## src/sv/mecpu_pkg.sv

```systemverilog
// Package for the microcoded 8-bit bus CPU step core.
// Holds control word bits, opcodes, action codes and the microcode table.
// No dependencies.
`default_nettype none

package mecpu_pkg;

    // Program memory geometry and microstep count per instruction
    localparam int MEM_DEPTH       = 16;
    localparam int MEM_AW          = (MEM_DEPTH > 1) ? $clog2(MEM_DEPTH) : 1;
    localparam int STEPS_PER_INSTR = 5;

    typedef logic [7:0]  t_byte;
    typedef logic [2:0]  t_step;
    typedef logic [3:0]  t_opcode;
    typedef logic [14:0] t_ctrl;

    // Request action codes
    typedef enum logic [1:0] {
        ACT_TICK  = 2'd0,
        ACT_WRITE = 2'd1,
        ACT_CLEAR = 2'd2,
        ACT_NONE  = 2'd3
    } t_action;

    // Opcodes (high nibble of the instruction register)
    localparam t_opcode OP_HLT = 4'd0;
    localparam t_opcode OP_LDA = 4'd1;
    localparam t_opcode OP_STA = 4'd2;
    localparam t_opcode OP_ADD = 4'd3;

    // Microstep numbers
    localparam t_step STEP_FETCH_ADDR = 3'd0;
    localparam t_step STEP_FETCH_INSTR = 3'd1;
    localparam t_step STEP_EXEC_0     = 3'd2;
    localparam t_step STEP_EXEC_1     = 3'd3;
    localparam t_step STEP_EXEC_2     = 3'd4;

    // Control word bits
    localparam t_ctrl SIG_CI  = 15'h0001;
    localparam t_ctrl SIG_CO  = 15'h0002;
    localparam t_ctrl SIG_CE  = 15'h0004;
    localparam t_ctrl SIG_BO  = 15'h0008;
    localparam t_ctrl SIG_BI  = 15'h0010;
    localparam t_ctrl SIG_SUB = 15'h0020;
    localparam t_ctrl SIG_SO  = 15'h0040;
    localparam t_ctrl SIG_AO  = 15'h0080;
    localparam t_ctrl SIG_AI  = 15'h0100;
    localparam t_ctrl SIG_II  = 15'h0200;
    localparam t_ctrl SIG_IO  = 15'h0400;
    localparam t_ctrl SIG_RO  = 15'h0800;
    localparam t_ctrl SIG_RI  = 15'h1000;
    localparam t_ctrl SIG_MI  = 15'h2000;
    localparam t_ctrl SIG_HLT = 15'h4000;

    // Look up the control word for one opcode and microstep
    function automatic t_ctrl microcode(input t_opcode opcode, input t_step step);
        t_ctrl cw;
        cw = '0;
        if (step == STEP_FETCH_ADDR) begin
            cw = SIG_CO | SIG_MI;
        end else if (step == STEP_FETCH_INSTR) begin
            cw = SIG_RO | SIG_II | SIG_CE;
        end else begin
            unique case (opcode)
                OP_HLT: begin
                    if (step == STEP_EXEC_0) cw = SIG_HLT;
                end
                OP_LDA: begin
                    if (step == STEP_EXEC_0)      cw = SIG_IO | SIG_MI;
                    else if (step == STEP_EXEC_1) cw = SIG_RO | SIG_AI;
                end
                OP_STA: begin
                    if (step == STEP_EXEC_0)      cw = SIG_IO | SIG_MI;
                    else if (step == STEP_EXEC_1) cw = SIG_AO | SIG_RI;
                end
                OP_ADD: begin
                    if (step == STEP_EXEC_0)      cw = SIG_IO | SIG_MI;
                    else if (step == STEP_EXEC_1) cw = SIG_RO | SIG_BI;
                    else if (step == STEP_EXEC_2) cw = SIG_SO | SIG_AI;
                end
                default: cw = '0;
            endcase
        end
        return cw;
    endfunction

endpackage

`default_nettype wire

```

## src/sv/microcoded_eight_bit_cpu_step_core.sv

```systemverilog
// Top level of the microcoded 8-bit bus CPU step core.
// Runs one microstep, program byte write or memory clear per request; ACT_NONE does nothing.
// Depends on mecpu_pkg.
//
//  Channel  Handshake                    Payload
//  -------  ---------------------------  -------------------------------------------
//  input    i_in_valid  / o_in_stall     i_action, i_mem_address, i_data_byte
//  output   o_out_valid / i_out_stall    o_bus_value .. o_halted (CPU state after step)
//
// The microcode lookup, bus mux and register loads are combinational and sit
// between the architectural registers, which also serve as the result register.
// A new request is taken every cycle unless a result waits under i_out_stall.
// Reset (i_rst_n low, synchronous) clears all registers and the memory valid bits,
// so the whole program memory reads as zero after reset.
// A clear request drops all memory valid bits at once.
`default_nettype none

module microcoded_eight_bit_cpu_step_core
    import mecpu_pkg::*;
(
    input  wire logic        i_clk,
    input  wire logic        i_rst_n,
    input  wire logic        i_in_valid,
    output logic             o_in_stall,
    input  wire logic [1:0]  i_action,
    input  wire logic [3:0]  i_mem_address,
    input  wire logic [7:0]  i_data_byte,
    output logic             o_out_valid,
    input  wire logic        i_out_stall,
    output logic [7:0]       o_bus_value,
    output logic [7:0]       o_program_counter,
    output logic [7:0]       o_accumulator_a,
    output logic [7:0]       o_operand_b,
    output logic [7:0]       o_instruction_word,
    output logic [7:0]       o_address_latch,
    output logic [2:0]       o_micro_step,
    output logic [14:0]      o_next_control,
    output logic             o_halted
);

    // Architectural state
    t_byte r_a, n_a;
    t_byte r_b, n_b;
    t_byte r_mar, n_mar;
    t_byte r_ir, n_ir;
    t_byte r_pc, n_pc;
    t_byte r_bus, n_bus;
    t_step r_step, n_step;
    logic  r_halt, n_halt;
    logic  r_out_valid, n_out_valid;

    // Program memory with per-entry valid bits
    t_byte                 r_mem   [MEM_DEPTH];
    logic [MEM_DEPTH-1:0]  r_mem_vld;

    logic              accept;
    t_action           act;
    t_ctrl             cw;
    t_byte             mem_rd;
    logic              mar_in_range;
    logic [MEM_AW-1:0] mar_idx;
    logic [7:0]        wr_addr_ext;
    logic              wr_en;
    logic [MEM_AW-1:0] wr_idx;
    t_byte             wr_data;
    logic              clr_en;

    // Handshake: stall input only while a result waits downstream
    assign o_in_stall = r_out_valid & i_out_stall;
    assign accept     = i_in_valid & ~o_in_stall;
    assign act        = t_action'(i_action);

    // Current control word and memory read at the address register
    assign cw           = microcode(r_ir[7:4], r_step);
    assign mar_in_range = ({1'b0, r_mar} < 9'(MEM_DEPTH));
    assign mar_idx      = r_mar[MEM_AW-1:0];
    assign mem_rd       = (mar_in_range && r_mem_vld[mar_idx]) ? r_mem[mar_idx] : 8'h00;
    assign wr_addr_ext  = 8'(i_mem_address);

    // Compute the next state for one request
    always_comb begin
        n_a     = r_a;
        n_b     = r_b;
        n_mar   = r_mar;
        n_ir    = r_ir;
        n_pc    = r_pc;
        n_bus   = r_bus;
        n_step  = r_step;
        n_halt  = r_halt;
        wr_en   = 1'b0;
        wr_idx  = wr_addr_ext[MEM_AW-1:0];
        wr_data = i_data_byte;
        clr_en  = 1'b0;
        if (accept) begin
            unique case (act)
                ACT_TICK: begin
                    if (!r_halt) begin
                        if ((cw & SIG_HLT) != '0) n_halt = 1'b1;
                        // First active bus source in this list wins
                        priority if ((cw & SIG_CO) != '0)  n_bus = r_pc;
                        else if ((cw & SIG_AO) != '0)      n_bus = r_a;
                        else if ((cw & SIG_SO) != '0)      n_bus = r_a + r_b;
                        else if ((cw & SIG_SUB) != '0)     n_bus = r_a - r_b;
                        else if ((cw & SIG_BO) != '0)      n_bus = r_b;
                        else if ((cw & SIG_IO) != '0)      n_bus = {4'h0, r_ir[3:0]};
                        else if ((cw & SIG_RO) != '0)      n_bus = mem_rd;
                        else                               n_bus = r_bus;
                        // Loads from the bus
                        if ((cw & SIG_RI) != '0 && mar_in_range) begin
                            wr_en   = 1'b1;
                            wr_idx  = mar_idx;
                            wr_data = n_bus;
                        end
                        if ((cw & SIG_MI) != '0) n_mar = n_bus;
                        if ((cw & SIG_II) != '0) n_ir  = n_bus;
                        if ((cw & SIG_BI) != '0) n_b   = n_bus;
                        if ((cw & SIG_AI) != '0) n_a   = n_bus;
                        if ((cw & SIG_CI) != '0) n_pc  = n_bus;
                        if ((cw & SIG_CE) != '0) n_pc  = r_pc + 8'd1;
                        // Advance the microstep counter
                        n_step = (r_step == 3'(STEPS_PER_INSTR - 1)) ? '0 : r_step + 3'd1;
                    end
                end
                ACT_WRITE: begin
                    wr_en = (wr_addr_ext < 8'(MEM_DEPTH)) || (MEM_DEPTH > 255);
                end
                ACT_CLEAR: begin
                    clr_en = 1'b1;
                end
                default: begin
                end
            endcase
        end
    end

    // Raise result valid on accept, drop it when taken
    always_comb begin
        n_out_valid = r_out_valid;
        if (accept)                         n_out_valid = 1'b1;
        else if (r_out_valid && !i_out_stall) n_out_valid = 1'b0;
    end

    // Hold state registers
    always_ff @(posedge i_clk) begin
        if (!i_rst_n) begin
            r_a         <= '0;
            r_b         <= '0;
            r_mar       <= '0;
            r_ir        <= '0;
            r_pc        <= '0;
            r_bus       <= '0;
            r_step      <= '0;
            r_halt      <= 1'b0;
            r_out_valid <= 1'b0;
        end else begin
            r_a         <= n_a;
            r_b         <= n_b;
            r_mar       <= n_mar;
            r_ir        <= n_ir;
            r_pc        <= n_pc;
            r_bus       <= n_bus;
            r_step      <= n_step;
            r_halt      <= n_halt;
            r_out_valid <= n_out_valid;
        end
    end

    // Write memory data
    always_ff @(posedge i_clk) begin
        if (wr_en) r_mem[wr_idx] <= wr_data;
    end

    // Track written entries; drop all on clear or reset
    always_ff @(posedge i_clk) begin
        if (!i_rst_n) begin
            r_mem_vld <= '0;
        end else if (clr_en) begin
            r_mem_vld <= '0;
        end else if (wr_en) begin
            r_mem_vld[wr_idx] <= 1'b1;
        end
    end

    // Drive result fields from the state registers
    assign o_out_valid        = r_out_valid;
    assign o_bus_value        = r_bus;
    assign o_program_counter  = r_pc;
    assign o_accumulator_a    = r_a;
    assign o_operand_b        = r_b;
    assign o_instruction_word = r_ir;
    assign o_address_latch    = r_mar;
    assign o_micro_step       = r_step;
    assign o_next_control     = microcode(r_ir[7:4], r_step);
    assign o_halted           = r_halt;

    // Halt is sticky until reset
    a_halt_sticky: assert property (@(posedge i_clk) disable iff (!i_rst_n)
        r_halt |=> r_halt)
        else $error("halt flag dropped without reset");

    // Microstep counter stays inside the instruction length
    a_step_range: assert property (@(posedge i_clk) disable iff (!i_rst_n)
        r_step < 3'(STEPS_PER_INSTR))
        else $error("microstep counter out of range");

    // A tick while halted changes no CPU register
    a_halt_freeze: assert property (@(posedge i_clk) disable iff (!i_rst_n)
        (accept && act == ACT_TICK && r_halt) |=>
            ($stable(r_pc) && $stable(r_a) && $stable(r_b) && $stable(r_bus)
             && $stable(r_step) && $stable(r_ir) && $stable(r_mar)))
        else $error("state changed on a halted tick");

    // Non-tick requests leave the microstep counter alone
    a_step_tick_only: assert property (@(posedge i_clk) disable iff (!i_rst_n)
        (accept && act != ACT_TICK) |=> $stable(r_step))
        else $error("microstep advanced without a tick");

    // No input is taken while a result is held under stall
    a_no_overrun: assert property (@(posedge i_clk) disable iff (!i_rst_n)
        (r_out_valid && i_out_stall) |-> !accept)
        else $error("request accepted over a stalled result");

endmodule

`default_nettype wire

```

## config.mk

```make
export PLATFORM = sky130hd
export DESIGN_NAME = microcoded_eight_bit_cpu_step_core
export DESIGN_NICKNAME = d
export VERILOG_FILES = /design/src/sv/mecpu_pkg.sv /design/src/sv/microcoded_eight_bit_cpu_step_core.sv
export SDC_FILE = /design/constraint.sdc
export NUM_CORES = 1
export LEC_CHECK = 0
export BUFFER_PORTS_ARGS = -buffer_cell sky130_fd_sc_hd__buf_2
export CAP_MARGIN = 20
export CORE_UTILIZATION = 50
export DETAILED_ROUTE_END_ITERATION = 6
export PLACE_DENSITY_LB_ADDON = 0.12
export SLEW_MARGIN = 20
export SYNTH_ARGS = -nofsm -noshare
export SYNTH_HDL_FRONTEND = slang
export SYNTH_SLANG_ARGS = --single-unit
```

## constraint.sdc

```tcl
create_clock -name i_clk -period 7.6 [get_ports i_clk]
set_input_delay 0.38 -clock i_clk [delete_from_list [all_inputs] [get_ports i_clk]]
set_output_delay 0.38 -clock i_clk [all_outputs]
set_load 0.02 [all_outputs]
```

After elaboration in Yosys (flattened, before gate mapping):

Memories as Yosys holds them, arrays and structs flattened. A register that Yosys moved wholly into a read port is not among the register bits.
Cells that the tools add are included.

* output and inout port bits: 69
* memories: 1
* word-level logic and storage cells: 101
* bits in writable memories: 128
* register bits after elaboration: 69
* bits of input ports: 18

Memories
* r_mem: depth 16, bits a word 8, rd ports 1, clocked after Yosys merged registers in 1, write ports 1, line microcoded_eight_bit_cpu_step_core.sv:53 `t_byte r_mem [MEM_DEPTH];`

* eq/ne operators: 9
* $lt $le $gt $ge: 5
* bitwise operators: 6
* reductions and logical operators: 18
* $add $sub $neg: 4
* mux-type cells: 48

Operator list (count)
* 8-bit two-way mux: 14
* 15-bit two-way mux: 4
* 15-bit one-hot mux with 4 select lines: 1
* 14-bit two-way mux: 2
* 12-bit two-way mux: 2
* 4-bit two-way mux: 6
* 4-bit AND reduction: 5
* 16-bit bitwise OR: 1
* 4-bit by 5-bit less-than comparator with 1-bit output, second input constant: 3
* 1-bit two-way mux: 13
* 13-bit two-way mux: 1
* 9-bit two-way mux: 1
* 8-bit by 1-bit adder with 8-bit output, second input constant: 1
* 8-bit adder: 1
* 4-bit by 2-bit == test with 1-bit output, second input constant: 2
* 8-bit by 5-bit less-than comparator with 1-bit output, second input constant: 1
* 8-bit subtractor: 1
* 3-bit by 2-bit == test with 1-bit output, second input constant: 2
* 1-bit binary-select mux with 4-bit select: 1
* 1-bit demux with 4-bit select: 1
* 4-bit by 1-bit == test with 1-bit output, second input constant: 1
* 4-bit by 1-bit >= comparator with 1-bit output, second input constant: 1
* 1-bit logical AND: 4
* 4-bit logical NOT: 1
* other kinds (16): 20

Logic depth before layout (Yosys ltp):

Gate-level depths: netlist of run 1.

* depth after elaboration: 18
* gate-level depth with buffers: 12
* gate-level depth less buffers: 10

Worst setup path before layout of run 1:

No wires, ideal clock.

* path type: register -> register
* from: register r_step[0], in the netlist o_micro_step[0]
* to: memory r_mem[0][5] in the netlist's numbering (data pin)
* library setup time: 330 ps
* cell stages (with the launch flop): 11
* path slack: 4509 ps
* clock period less this slack: 3091 ps
* data arrival time: 2761 ps
* path buffers: 1
* cell sequence: dfxtp_1 > inv_1 > ha_1 > o21bai_1 > nor3b_1 > nand2_2 > inv_1 > a222oi_1 > and3_1 > clkbuf_1 > o21ai_0

* cells in the longest elaborated chain, start to end: 17

RTL lines
* start: declaration: line microcoded_eight_bit_cpu_step_core.sv:48 `t_step r_step, n_step;`
* start signal: assignment: line microcoded_eight_bit_cpu_step_core.sv:162 `r_step <= n_step;`
* 3-bit by 2-bit == test with 1-bit output: line mecpu_pkg.sv:71, mecpu_pkg.sv:75, mecpu_pkg.sv:79
* 12-bit two-way mux, on equally long branches: line mecpu_pkg.sv:79, mecpu_pkg.sv:71
* 15-bit two-way mux / 14-bit two-way mux (equally long branches): line mecpu_pkg.sv:78, mecpu_pkg.sv:70
* 15-bit one-hot mux with 4 select lines: line mecpu_pkg.sv:65 `unique case (opcode)`
* 15-bit two-way mux: line mecpu_pkg.sv:62 `end else if (step == STEP_FETCH_INSTR) begin`
* 15-bit two-way mux *: line mecpu_pkg.sv:60 `if (step == STEP_FETCH_ADDR) begin`
* 8-bit two-way mux: line microcoded_eight_bit_cpu_step_core.sv:106 `else if ((cw & SIG_RO) != '0) n_bus = mem_rd;`
* 8-bit two-way mux: line microcoded_eight_bit_cpu_step_core.sv:105 `else if ((cw & SIG_IO) != '0) n_bus = {4'h0, r_ir[3:0]};`
* [2 not listed]
* 8-bit two-way mux: line microcoded_eight_bit_cpu_step_core.sv:102 `else if ((cw & SIG_SO) != '0) n_bus = r_a + r_b;`
* 8-bit two-way mux: line microcoded_eight_bit_cpu_step_core.sv:101 `else if ((cw & SIG_AO) != '0) n_bus = r_a;`
* 8-bit two-way mux: line microcoded_eight_bit_cpu_step_core.sv:100 `priority if ((cw & SIG_CO) != '0) n_bus = r_pc;`
* 8-bit two-way mux *: line microcoded_eight_bit_cpu_step_core.sv:109 `if ((cw & SIG_RI) != '0 && mar_in_range) begin`
* 8-bit two-way mux *: line microcoded_eight_bit_cpu_step_core.sv:97 `if (!r_halt) begin`
* 8-bit two-way mux *: line microcoded_eight_bit_cpu_step_core.sv:95 `unique case (act)`
* 8-bit two-way mux *: line microcoded_eight_bit_cpu_step_core.sv:94 `if (accept) begin`
* named net wr_data[5]: line microcoded_eight_bit_cpu_step_core.sv:65 `t_byte wr_data;`
* end: declaration: line microcoded_eight_bit_cpu_step_core.sv:53

The timed path passes the listed nets; every way through them passes the cells marked *.

Worst setup path in the final report of run 1:

* from: register r_step[0], in the netlist o_micro_step[0]
* to: memory r_mem[9][1] in the netlist's numbering, enable pin

* cells in the longest elaborated chain, start to end: 13

RTL lines
* 3-bit by 2-bit == test with 1-bit output: line mecpu_pkg.sv:75, mecpu_pkg.sv:79
* 13-bit two-way mux: line mecpu_pkg.sv:75 `else if (step == STEP_EXEC_1) cw = SIG_AO | SIG_RI;`
* 14-bit two-way mux: line mecpu_pkg.sv:74 `if (step == STEP_EXEC_0) cw = SIG_IO | SIG_MI;`
* 15-bit one-hot mux with 4 select lines: line mecpu_pkg.sv:65
* 15-bit two-way mux: line mecpu_pkg.sv:62
* 15-bit two-way mux *: line mecpu_pkg.sv:60
* 1-bit logical AND *: line microcoded_eight_bit_cpu_step_core.sv:109
* 1-bit two-way mux: line microcoded_eight_bit_cpu_step_core.sv:109
* 1-bit two-way mux: line microcoded_eight_bit_cpu_step_core.sv:97
* 1-bit one-hot mux with 2 select lines: line microcoded_eight_bit_cpu_step_core.sv:95
* 1-bit two-way mux: line microcoded_eight_bit_cpu_step_core.sv:94
* 1-bit two-way mux: line microcoded_eight_bit_cpu_step_core.sv:170 `if (wr_en) r_mem[wr_idx] <= wr_data;`
* 1-bit two-way mux (implied by the code): line microcoded_eight_bit_cpu_step_core.sv:170

Every way passes the cells marked *; elsewhere a longest branch is shown, timed or not.

==> flow_metrics.tcl, run 1 <==
set metrics [dict create \
    final_cell_area_um2 10000 \
    grt_util_all_layers 0.265 \
    tritoncts.num_buffers 22 \
    setup_tns_ps 0 \
    seq_power_share 0.518 \
    irDropWorstVdd_mv 0.232 \
    post-layout-total-power_mw 2.26 \
    die_y_um 135 \
    crit_path_max_incr_delay_ps 780 \
    io_buffers 83 \
    postSynth.topFlopCell "edfxtp_1" \
    synthesis.area_um2 8780 \
    grt_antenna_before_repair 0 \
    insertion_delay_ps 530 \
    seqCellArea_um2 5310 \
    post_synth_num_cell_types 70 \
    worst_setup_path_start_kind "flop" \
    ctsHoldBuffers 0 \
    critPathMaxFanout 17 \
    totalWireLength_um 23500 \
    seq_area_frac_synth 0.604 \
    dpl_cell_area_um2 9360 \
    detail_route.vias_per_cell 6.22 \
    ctsResizeCount 0 \
    die_x_um 135 \
    die_footprint_um2 18100 \
    final_layout_size_suffix_gt1_frac 0.221 \
    diodes 0 \
    min_period_over_period 0.530 \
    capture_instance_of_the_worst_register_to_register_path "r_mem[9][1]" \
    regToRegSetupSlack_ps 3570 \
    share_of_power_burned_in_the_clock_network 0.436 \
    fmaxAchievable_mhz 248 \
    setup.worst_path.end "r_mem[9][1]" \
    avgSynthCellArea_um2 13.2 \
    path_clk_slew_ps 60 \
    global_route_congestion_overflow_total 0 \
    timing_worst_setup_path_type "flop to flop" \
    worst-endpoint-required_ps 7750 \
    tightest_slew_ps 1060 \
    routed-via-count 6129 \
    timing.critical_path.max_delay_family "simple AND/OR/NAND/NOR gates" \
    ys_warn_count 0 \
    cts_setup_buffers 0 \
    origin_of_the_critical_flop_to_flop_path "o_micro_step[0]" \
    timing.slew.headroom 0.288 \
    utilization 0.582 \
    power.share.switching 0.226 \
    avgRoutedWirePerCell_um 23.9 \
    timing.clock.skew_ps 22.8 \
    path_cells "inv_1 -> ha_1 -> o21bai_1 -> nor3b_1 -> nand4_1 -> nor3_1 -> o21ai_0 -> nor2_1" \
    p_switching_mw 0.512 \
    initial_core_util 0.510 \
    number_of_cells_on_the_worst_hold_path 2 \
    cts_root_buf "clkbuf_16" \
    std_cell_rows 48 \
    min-delay-path-class "primary input to flop" \
    cp-startpoint "o_micro_step[0]" \
    worstPathArrival_ps 4180 \
    r2r_cells 8 \
    fill_cells 1409 \
    cp.buffers_inverters 1 \
    asyncSetResetFlopFracSynth 0 \
    finalHoldViolCount 0 \
    remaining_drc_errors 0 \
    grt_pass1_vias 5824 \
    cellInternalPower_mw 1.75 \
    syn_to_layout_area_delta_pct 14.2 \
    max-clock-path-buffers 3 \
    multi_input_area_um2 3220 \
    tritoncts "done" \
    timing.final.max_slew_violations 0 \
    power_frac_comb 0.046 \
    cap_viol_max_count 0 \
    route.antenna.remaining_nets 0 \
    run_status "finished, final reports clean" \
    grt_first_pass_wirelength_um 35700 \
    final.min_clock_period_ps 4030 \
    grt_start_max_net_pins 62 \
    globalplace.congestion 0.920 \
    endpoint_kind "flop" \
    rsz0062_at_grt "false" \
    first_pass_iters 5 \
    final_nets 777 \
    power_leakage_nw 3.58 \
    final_hpwl_dp_um 16100 \
    cell_at_the_slowest_stage_of_the_critical_path "nor2_1" \
    synth_enable_flop_cells 128 \
    number_of_logic_stages_on_the_critical_path_including_buffering 8 \
    power_per_cell_area_nw_per_um2 226 \
    synthCells 666 \
    drt_first_iter_violations 697 \
    setup_violations 0 \
    cts-htree-levels 1 \
    design.core.area_um2 17200 \
    numClockSinks 201 \
    pin_count 87 \
    synth.ff_latch_count 201 \
]
## power by group through the flow
stage / Clock [mW] / Sequential, mW / Combinational, mW
2_1_floorplan: 0 / 1.20 / 0.0631
3_3_place_gp: 0 / 1.20 / 0.102
3_5_place_dp: 0 / 1.20 / 0.103
4_1_cts: 0.997 / 1.17 / 0.104
5_1_grt: 1.04 / 1.17 / 0.111
6_report: 0.987 / 1.17 / 0.104
## logic make-up (layout without fill, tap and decap cells)
kind of cell | after synthesis | count (layout) | share of synthesized area
multiplexers | 53 | 53 | 0.115
adder cells (fa/ha/maj) | 14 | 14 | 0.0208
AND/OR/NAND/NOR | 160 | 160 | 0.0946
other | 1 | 3 | 0.000427
flip-flops | 201 | 201 | 0.604
buffers and inverters | 58 | 151 | 0.0329
AO/OA/AOI/OAI | 168 | 168 | 0.121
XOR/XNOR | 11 | 11 | 0.0110
## per-layer routing
| layer | GRT usage | vias up | share of wire |
|---|---|---|---|
| met5 | 0 | - | 0 |
| met2 | 0.455 | 290 | 0.50 |
| li1 | - | 2711 | - |
| met3 | 0.0282 | 42 | 0.065 |
| met4 | 0.0780 | 0 | 0.025 |
| met1 | 0.357 | 3086 | 0.41 |
## synthesized netlist by cell type, types with 11 or more instances
library cell	n	area (um^2)
edfxtp_1	128	3840
dfxtp_1	73	1460
o21ai_0	48	240
a21oi_1	45	225
nand2_1	38	143
nor2_1	31	116
mux4_2	28	631
o21a_1	20	150
clkbuf_1	18	67.6
inv_1	18	67.6
mux2i_1	16	160
nor3_1	15	75.1
nand3_1	14	70.1
ha_1	13	163
nor2b_1	11	68.8
## placed cells by master (no fill, tap or decap), drive strengths merged, types with 3 or more instances in the layout
cell type and instances:
xor2 5, and2 9, o22ai 7, dfxtp 73, nor3 16, inv 19, mux4 36, ha 13
nand2 39, o211ai 4, or4 3, and3 10, buf 93, clkbuf 29, a211oi 6, o21ai 52
a21boi 3, xnor2 6, edfxtp 128, a21oi 45, mux2i 16, nor2 31, o21a 20, nor3b 6
nand3 14, nor2b 11, conb 3, nand2b 6, nand4 8, clkinv 10, a31oi 10
## per-stage QoR
| step | std cells | hold WS, ps | worst slack [ps] |
|---|---|---|---|
| 5_1_grt | 986 | 91.1 | 3190 |
| 2_1_floorplan | 668 | 435 | 4510 |
| 3_5_place_dp | 946 | 454 | 3670 |
| 3_3_place_gp | 946 | 446 | 3820 |
| 4_1_cts | 986 | 80.4 | 3660 |
| 6_report | 986 | 83.0 | 3570 |
## sequential cells by signal, indices dropped and copies added (netlist names), 3 cells and up, named ones only
name and count:
o_instruction_word 8, o_bus_value 8, r_mem 128, r_mem_vld 16
o_program_counter 8, o_accumulator_a 8, o_operand_b 8, o_address_latch 8
o_micro_step 3
## layout make-up
| class | count | share of cell area |
|---|---|---|
| timing repair buffer | 93 | 0.0489 |
| tap | 225 | 0.0281 |
| sequential | 201 | 0.529 |
| inverter | 18 | 0.00674 |
| clock buffer | 29 | 0.0585 |
| multi-input combinational | 409 | 0.321 |
| clock inverter | 11 | 0.00811 |
## worst register-to-register path: stages, from the launching register on
cell	delay, ps
dfxtp_1	420
inv_1	90
ha_1	280
o21bai_1	260
nor3b_1	470
nand4_1	720
nor3_1	410
o21ai_0	240
nor2_1	780
## worst min-delay path by stage
| stage | startpoint | end | slack, ps |
|---|---|---|---|
| 2_1_floorplan | r_mem_vld[14] | r_mem_vld[14] | 440 |
| 3_3_place_gp | r_mem_vld[11] | r_mem_vld[11] | 450 |
| 6_report | i_in_valid | o_out_valid | 80 |
| 3_5_place_dp | r_mem_vld[9] | r_mem_vld[9] | 450 |
| 5_1_grt | i_in_valid | o_out_valid | 90 |
| 4_1_cts | i_in_valid | o_out_valid | 80 |
Note: power is estimated with default switching activity, not from simulation.
==> run 2: changes to the inputs <==
- clock period: 7.6 -> 3.27 ns (I/O delays scaled with it)
==> run 2 against run 1 <==
Register-to-register slack got worse by 3400 ps. Design area is 4.6% higher. Total power increased by 150%. Largest power group unchanged. Count of clock-buffer cells in the layout decreased by 5. First-iteration DRC count decreased by 18%. Sequential share of layout area shrank 2.3 points. Maximum frequency increased by 29%. Highest routed layer unchanged.
==> flow_metrics.tcl, run 2 (synthesized netlist as in run 1, its figures left out) <==
set metrics [dict create \
    tritoncts.num_buffers 22 \
    die_x_um 135 \
    die_footprint_um2 18100 \
    detail_route.vias_per_cell 6.02 \
    initial_core_util 0.510 \
    worstPathArrival_ps 3260 \
    final_cell_area_um2 10500 \
    multi_input_area_um2 3220 \
    endpoint_kind "flop" \
    worst-endpoint-required_ps 3420 \
    final_layout_size_suffix_gt1_frac 0.269 \
    grt_first_pass_wirelength_um 36100 \
    io_buffers 83 \
    cap_viol_max_count 0 \
    cts_root_buf "clkbuf_16" \
    r2r_cells 9 \
    grt_start_max_net_pins 62 \
    pin_count 87 \
    totalWireLength_um 23600 \
    crit_path_max_incr_delay_ps 690 \
    origin_of_the_critical_flop_to_flop_path "o_micro_step[0]" \
    run_status "finished, final reports clean" \
    fmaxAchievable_mhz 321 \
    cts-htree-levels 1 \
    route.antenna.remaining_nets 0 \
    std_cell_rows 48 \
    remaining_drc_errors 0 \
    grt_antenna_before_repair 0 \
    worst_setup_path_start_kind "flop" \
    final_common_cell "edfxtp_1" \
    path_clk_slew_ps 60 \
    diodes 0 \
    tightest_slew_ps 998 \
    syn_to_layout_area_delta_pct 19.4 \
    utilization 0.609 \
    drt_first_iter_violations 569 \
    dp_cells 986 \
    min-delay-path-class "primary input to flop" \
    min_period_over_period 0.952 \
    dpl_cell_area_um2 9670 \
    routed-via-count 6192 \
    rsz0062_at_grt "true" \
    avgRoutedWirePerCell_um 22.9 \
    power_per_cell_area_nw_per_um2 536 \
    path_cells "inv_1 -> ha_1 -> o21bai_1 -> nor3b_1 -> buf_4 -> a31oi_1 -> nor3_1 -> o21ai_0 -> nor2_1" \
    design.core.area_um2 17200 \
    tritoncts "done" \
    insertion_delay_ps 520 \
    top_regs "r_mem: 128 flops, r_mem_vld: 16 flops" \
    globalplace.congestion 0.956 \
    critPathMaxFanout 9 \
    cell_at_the_slowest_stage_of_the_critical_path "nor2_1" \
    final.min_clock_period_ps 3110 \
    max-clock-path-buffers 3 \
    grt_util_all_layers 0.267 \
    largest_register_ff_count 128 \
    most-common-layout-cells "edfxtp_1, buf_2, dfxtp_1, buf_4, o21ai_0" \
    timing.slew.headroom 0.335 \
    fill_cells 1388 \
    regToRegSetupSlack_ps 160 \
    hold_path.startpoint "i_action[0]" \
    power_leakage_nw 3.86 \
    global_route_congestion_overflow_total 0 \
    number_of_cells_on_the_worst_hold_path 4 \
    top_register "r_mem" \
    timing.final.max_slew_violations 0 \
    timing.hold.worst_endpoint "o_halted" \
    seqCellArea_um2 5310 \
    setup_violations 0 \
    final_hpwl_dp_um 16600 \
    numClockSinks 201 \
    final_nets 819 \
    finalHoldViolCount 0 \
    timing_worst_setup_path_type "flop to flop" \
    first_pass_iters 5 \
    die_y_um 135 \
    timing.clock.skew_ps 9.79 \
    capture_instance_of_the_worst_register_to_register_path "r_mem[12][2]" \
    irDropWorstVdd_mv 0.649 \
    grt_pass1_vias 6152 \
    final_cells 1028 \
]
==> run 2: final cells by class <==
| cell class | instances | area share |
|---|---|---|
| multi-input combinational | 409 | 0.307 |
| timing repair buffer | 135 | 0.0785 |
| clock inverter | 16 | 0.0200 |
| tap | 225 | 0.0268 |
| sequential | 201 | 0.506 |
| clock buffer | 24 | 0.0552 |
| inverter | 18 | 0.00644 |
==> run 2: per-layer routing <==
| metal | share of wire | track usage | vias up | routed length, um |
|---|---|---|---|---|
| li1 | - | - | 2792 | - |
| met1 | 0.41 | 0.346 | 3054 | 9650 |
| met2 | 0.49 | 0.461 | 279 | 11600 |
| met3 | 0.058 | 0.0293 | 67 | 1380 |
| met4 | 0.039 | 0.110 | 0 | 928 |
| met5 | 0 | 0 | - | 0 |
==> run 2: worst max path at each step <==
| stage | start | endpoint | slack, ps | cells past startpoint |
|---|---|---|---|---|
| final | o_micro_step[0] | r_mem[12][2] | 160 | 9 |
| after floorplan | o_micro_step[0] | r_mem[0][5] | 180 | 10 |
| after global placement | o_micro_step[0] | r_mem[11][1] | 170 | 9 |
| after CTS | o_micro_step[0] | r_mem[0][4] | 110 | 9 |
| after detailed placement | o_micro_step[0] | r_mem[13][1] | -20 | 9 |
| after global routing | o_micro_step[0] | r_mem[0][3] | -40 | 9 |
==> run 2: repair_timing <==
action,4_1_cts,5_1_grt
endpoints found under the setup margin,31,48
endpoints found under the hold margin,1,0
hold buffers,2,0
setup buffers,0,0
gates resized for setup,2,2
==> run 2: per-stage QoR <==
| step | hold WS [ps] | power [mW] | setup WS, ps | TNS, ps |
|---|---|---|---|---|
| floorplan | 288 | 2.93 | 179 | 0 |
| global placement | 383 | 3.02 | 165 | 0 |
| detailed placement | 392 | 3.02 | -23.9 | -374 |
| CTS | 112 | 5.65 | 105 | 0 |
| global route | 147 | 5.76 | -41.0 | -788 |
| finish | 128 | 5.62 | 157 | 0 |
==> run 2: power by group <==
group	total (mW)	switching [mW]	leakage (nW)	internal, mW
Sequential	2.73	0.0188	1.74	2.71
Clock	2.65	1.04	0.391	1.61
Combinational	0.242	0.149	1.73	0.0935
Total	5.62	1.20	3.86	4.42
==> run 2: worst max-delay path, delay by kind of cell (launching register included) <==
| family | cells | cell delay [ps] |
|---|---|---|
| adders and majority gates | 1 | 270 |
| and+or+nand+nor | 3 | 1240 |
| buffers and inverters | 2 | 260 |
| DFF | 1 | 410 |
| AOI/OAI and AO/OA | 3 | 550 |
==> run 3: changes to the inputs <==
- ABC_AREA: not set -> 1
- CAP_MARGIN: 20 -> not set
==> run 3 against run 2 <==
The run now ends with design-rule violations left. Maximum frequency is 3.7% higher. Die area up 7.1%. Synthesized area is 7.2% higher. Critical path depth is 5 higher. Global-route usage down 0.15 points. Sequential share of layout area shrank 1.8 points. Via count increased by 22%. Utilization decreased by 1.1 points. Worst setup slack better by 110 ps. Critical path type unchanged. Highest routed layer unchanged.
==> flow_metrics.tcl, run 3 <==
set metrics [dict create \
    synth-simple-area-share 0.262 \
    yosys.area_share.xor_xnor 0.00279 \
    worstPathArrival_ps 3090 \
    worst-endpoint-required_ps 3360 \
    synth_enable_flop_cells 128 \
    detail_route.vias_per_cell 5.26 \
    min-delay-path-class "primary input to flop" \
    die_y_um 139 \
    routed-via-count 7583 \
    global_route_congestion_overflow_total 0 \
    final_common_cell "nand2_1" \
    cp.buffers_inverters 4 \
    irDropWorstVdd_mv 0.435 \
    drt_first_iter_violations 675 \
    final_nets 1230 \
    grt_antenna_before_repair 0 \
    remaining_drc_errors 3 \
    io_buffers 83 \
    cell_at_the_slowest_stage_of_the_critical_path "dfxtp_1" \
    synth.ff_latch_count 201 \
    seq_area_frac_synth 0.564 \
    fmaxAchievable_mhz 333 \
    design.core.area_um2 18200 \
    final_layout_size_suffix_gt1_frac 0.160 \
    pin_count 87 \
    timing_worst_setup_path_type "flop to flop" \
    dp_cells 1402 \
    tritoncts "done" \
    most-common-layout-cells "nand2_1, nand3_1, inv_1, edfxtp_1, buf_2" \
    first_pass_iters 7 \
    avgSynthCellArea_um2 8.54 \
    crit_path_max_incr_delay_ps 380 \
    timing.final.max_slew_violations 0 \
    post_synth_fa_ha_maj_area_fraction 0.0194 \
    largest_register_ff_count 128 \
    cts-htree-levels 1 \
    post_synth_num_cell_types 40 \
    synth_top_family_by_area "simple AND/OR/NAND/NOR gates" \
    grt_util_all_layers 0.266 \
    diodes 0 \
    final_hpwl_dp_um 17400 \
    timing.clock.skew_ps 10.0 \
    tightest_slew_ps 636 \
    avgRoutedWirePerCell_um 17.4 \
    synthesis.area_um2 9410 \
    worst_setup_path_start_kind "flop" \
    synth_compound_area_frac 0.0682 \
    fin_ws_ps 269 \
    setup_tns_ps 0 \
    path_clk_slew_ps 60 \
    synth.mux.area_fraction 0 \
    cap_viol_max_count 0 \
    power_per_cell_area_nw_per_um2 505 \
    run_status "finished with violations" \
    synth_top_cell_by_area "edfxtp_1" \
    final.min_clock_period_ps 3000 \
    std_cell_rows 49 \
    tritoncts.num_buffers 21 \
    finalHoldViolCount 0 \
    route.antenna.remaining_nets 0 \
    synthTopCellsByCount "nand2_1, nand3_1, inv_1, edfxtp_1, dfxtp_1" \
    initial_core_util 0.517 \
    synth_top_area_share 0.408 \
    globalplace.congestion 0.971 \
    rsz0062_at_grt "false" \
    top_register "r_mem" \
    grt_first_pass_wirelength_um 39700 \
    critPathMaxFanout 16 \
    ys_warn_count 0 \
    timing.critical_path.max_delay_family "simple AND/OR/NAND/NOR gates" \
    synthMostInstantiatedCell "nand2_1" \
    path_cells "inv_1 -> ha_1 -> inv_1 -> nor2_1 -> nor2_2 -> nand2_2 -> nor4_4 -> inv_1 -> o21ai_0 -> inv_1 -> nand2_1 -> nand2_1 -> nand2_1 -> nand2_1" \
    max-clock-path-buffers 3 \
    final_cells 1442 \
    postSynth.topFlopCell "edfxtp_1" \
    setup_violations 0 \
    insertion_delay_ps 510 \
    syn_to_layout_area_delta_pct 15.6 \
    numClockSinks 201 \
    min_period_over_period 0.918 \
    cts_root_buf "clkbuf_16" \
    worst_slack_at_placement_ps 251 \
    endpoint_kind "flop" \
    timing.slew.headroom 0.575 \
    top_regs "r_mem: 128 flops, r_mem_vld: 16 flops" \
    totalWireLength_um 25100 \
    grt_start_max_net_pins 41 \
    ys_top_cells_by_area "edfxtp_1, dfxtp_1, nand2_1" \
    power_leakage_nw 4.87 \
    synthCells 1102 \
    failing_checks "design-rule violations" \
    asyncSetResetFlopFracSynth 0 \
    die_x_um 139 \
    die_footprint_um2 19400 \
    grt_pass1_vias 7224 \
]
==> run 3: cell families (layout without fill, tap and decap cells) <==
group / count (synthesis) / in the layout
XOR/XNOR: 3 / 3
buffers and inverters: 199 / 308
adder cells (fa/ha/maj): 14 / 14
flip-flops: 201 / 201
other: 1 / 3
AND/OR/NAND/NOR: 569 / 569
AO/OA/AOI/OAI: 115 / 115
==> run 3: timing repair <==
item | in CTS | in global routing
hold buffers | 2 | 0
resized for setup | 0 | 11
endpoints found under the hold margin | 1 | 0
setup endpoints to repair | 0 | 87
buffers inserted | 0 | 0
==> run 3: per-layer routing <==
layer	vias to the layer above	share of wire	global-route usage
met4	0	0.021	0.0778
met5	-	0	0
li1	3783	-	-
met2	287	0.43	0.396
met3	36	0.080	0.0399
met1	3477	0.47	0.402
==> run 3: stage by stage <==
| step | total power, mW | hold slack [ps] | cell area (um^2) | util |
|---|---|---|---|---|
| after floorplan | 3.05 | 332 | 9420 | - |
| after global placement | 3.20 | 449 | 10200 | 0.559 |
| after detailed placement | 3.20 | 444 | 10200 | 0.559 |
| after CTS | 5.53 | 23.5 | 10900 | 0.597 |
| after global routing | 5.68 | 64.6 | 10900 | 0.598 |
| final | 5.50 | 39.4 | 10900 | 0.598 |
==> run 3: worst register-to-register path, delay by kind of cell (launching register included) <==
family,cells,cell delay [ps]
AO/OA/AOI/OAI,1,220
adder cells (fa/ha/maj),1,230
buffers and inverters,4,490
flip-flops,1,380
AND/OR/NAND/NOR,8,1250
==> run 3: report_power, final <==
| group | switching [mW] | internal (mW) | leakage [nW] |
|---|---|---|---|
| Combinational | 0.294 | 0.124 | 2.79 |
| Sequential | 0.0184 | 2.72 | 1.74 |
| Clock | 0.996 | 1.35 | 0.328 |
==> run 3: area by class of cell <==
class	count	area, um^2
Clock inverter	10	92.6
Sequential cell	201	5310
Inverter	154	594
Multi-Input combinational cell	704	3340
Fill cell	1623	7320
Timing Repair Buffer	116	681
Tap cell	229	287
Clock buffer	28	587
==> run 3: final timing paths <==
kind                   to             from  slack (ps)  cells past startpoint
max           r_mem[6][3]  o_micro_step[0]         270                     14
min              o_halted      i_action[0]          40                      4
max reg2reg   r_mem[6][3]  o_micro_step[0]         270                     14
min reg2reg  r_mem_vld[4]     r_mem_vld[4]         460                      2
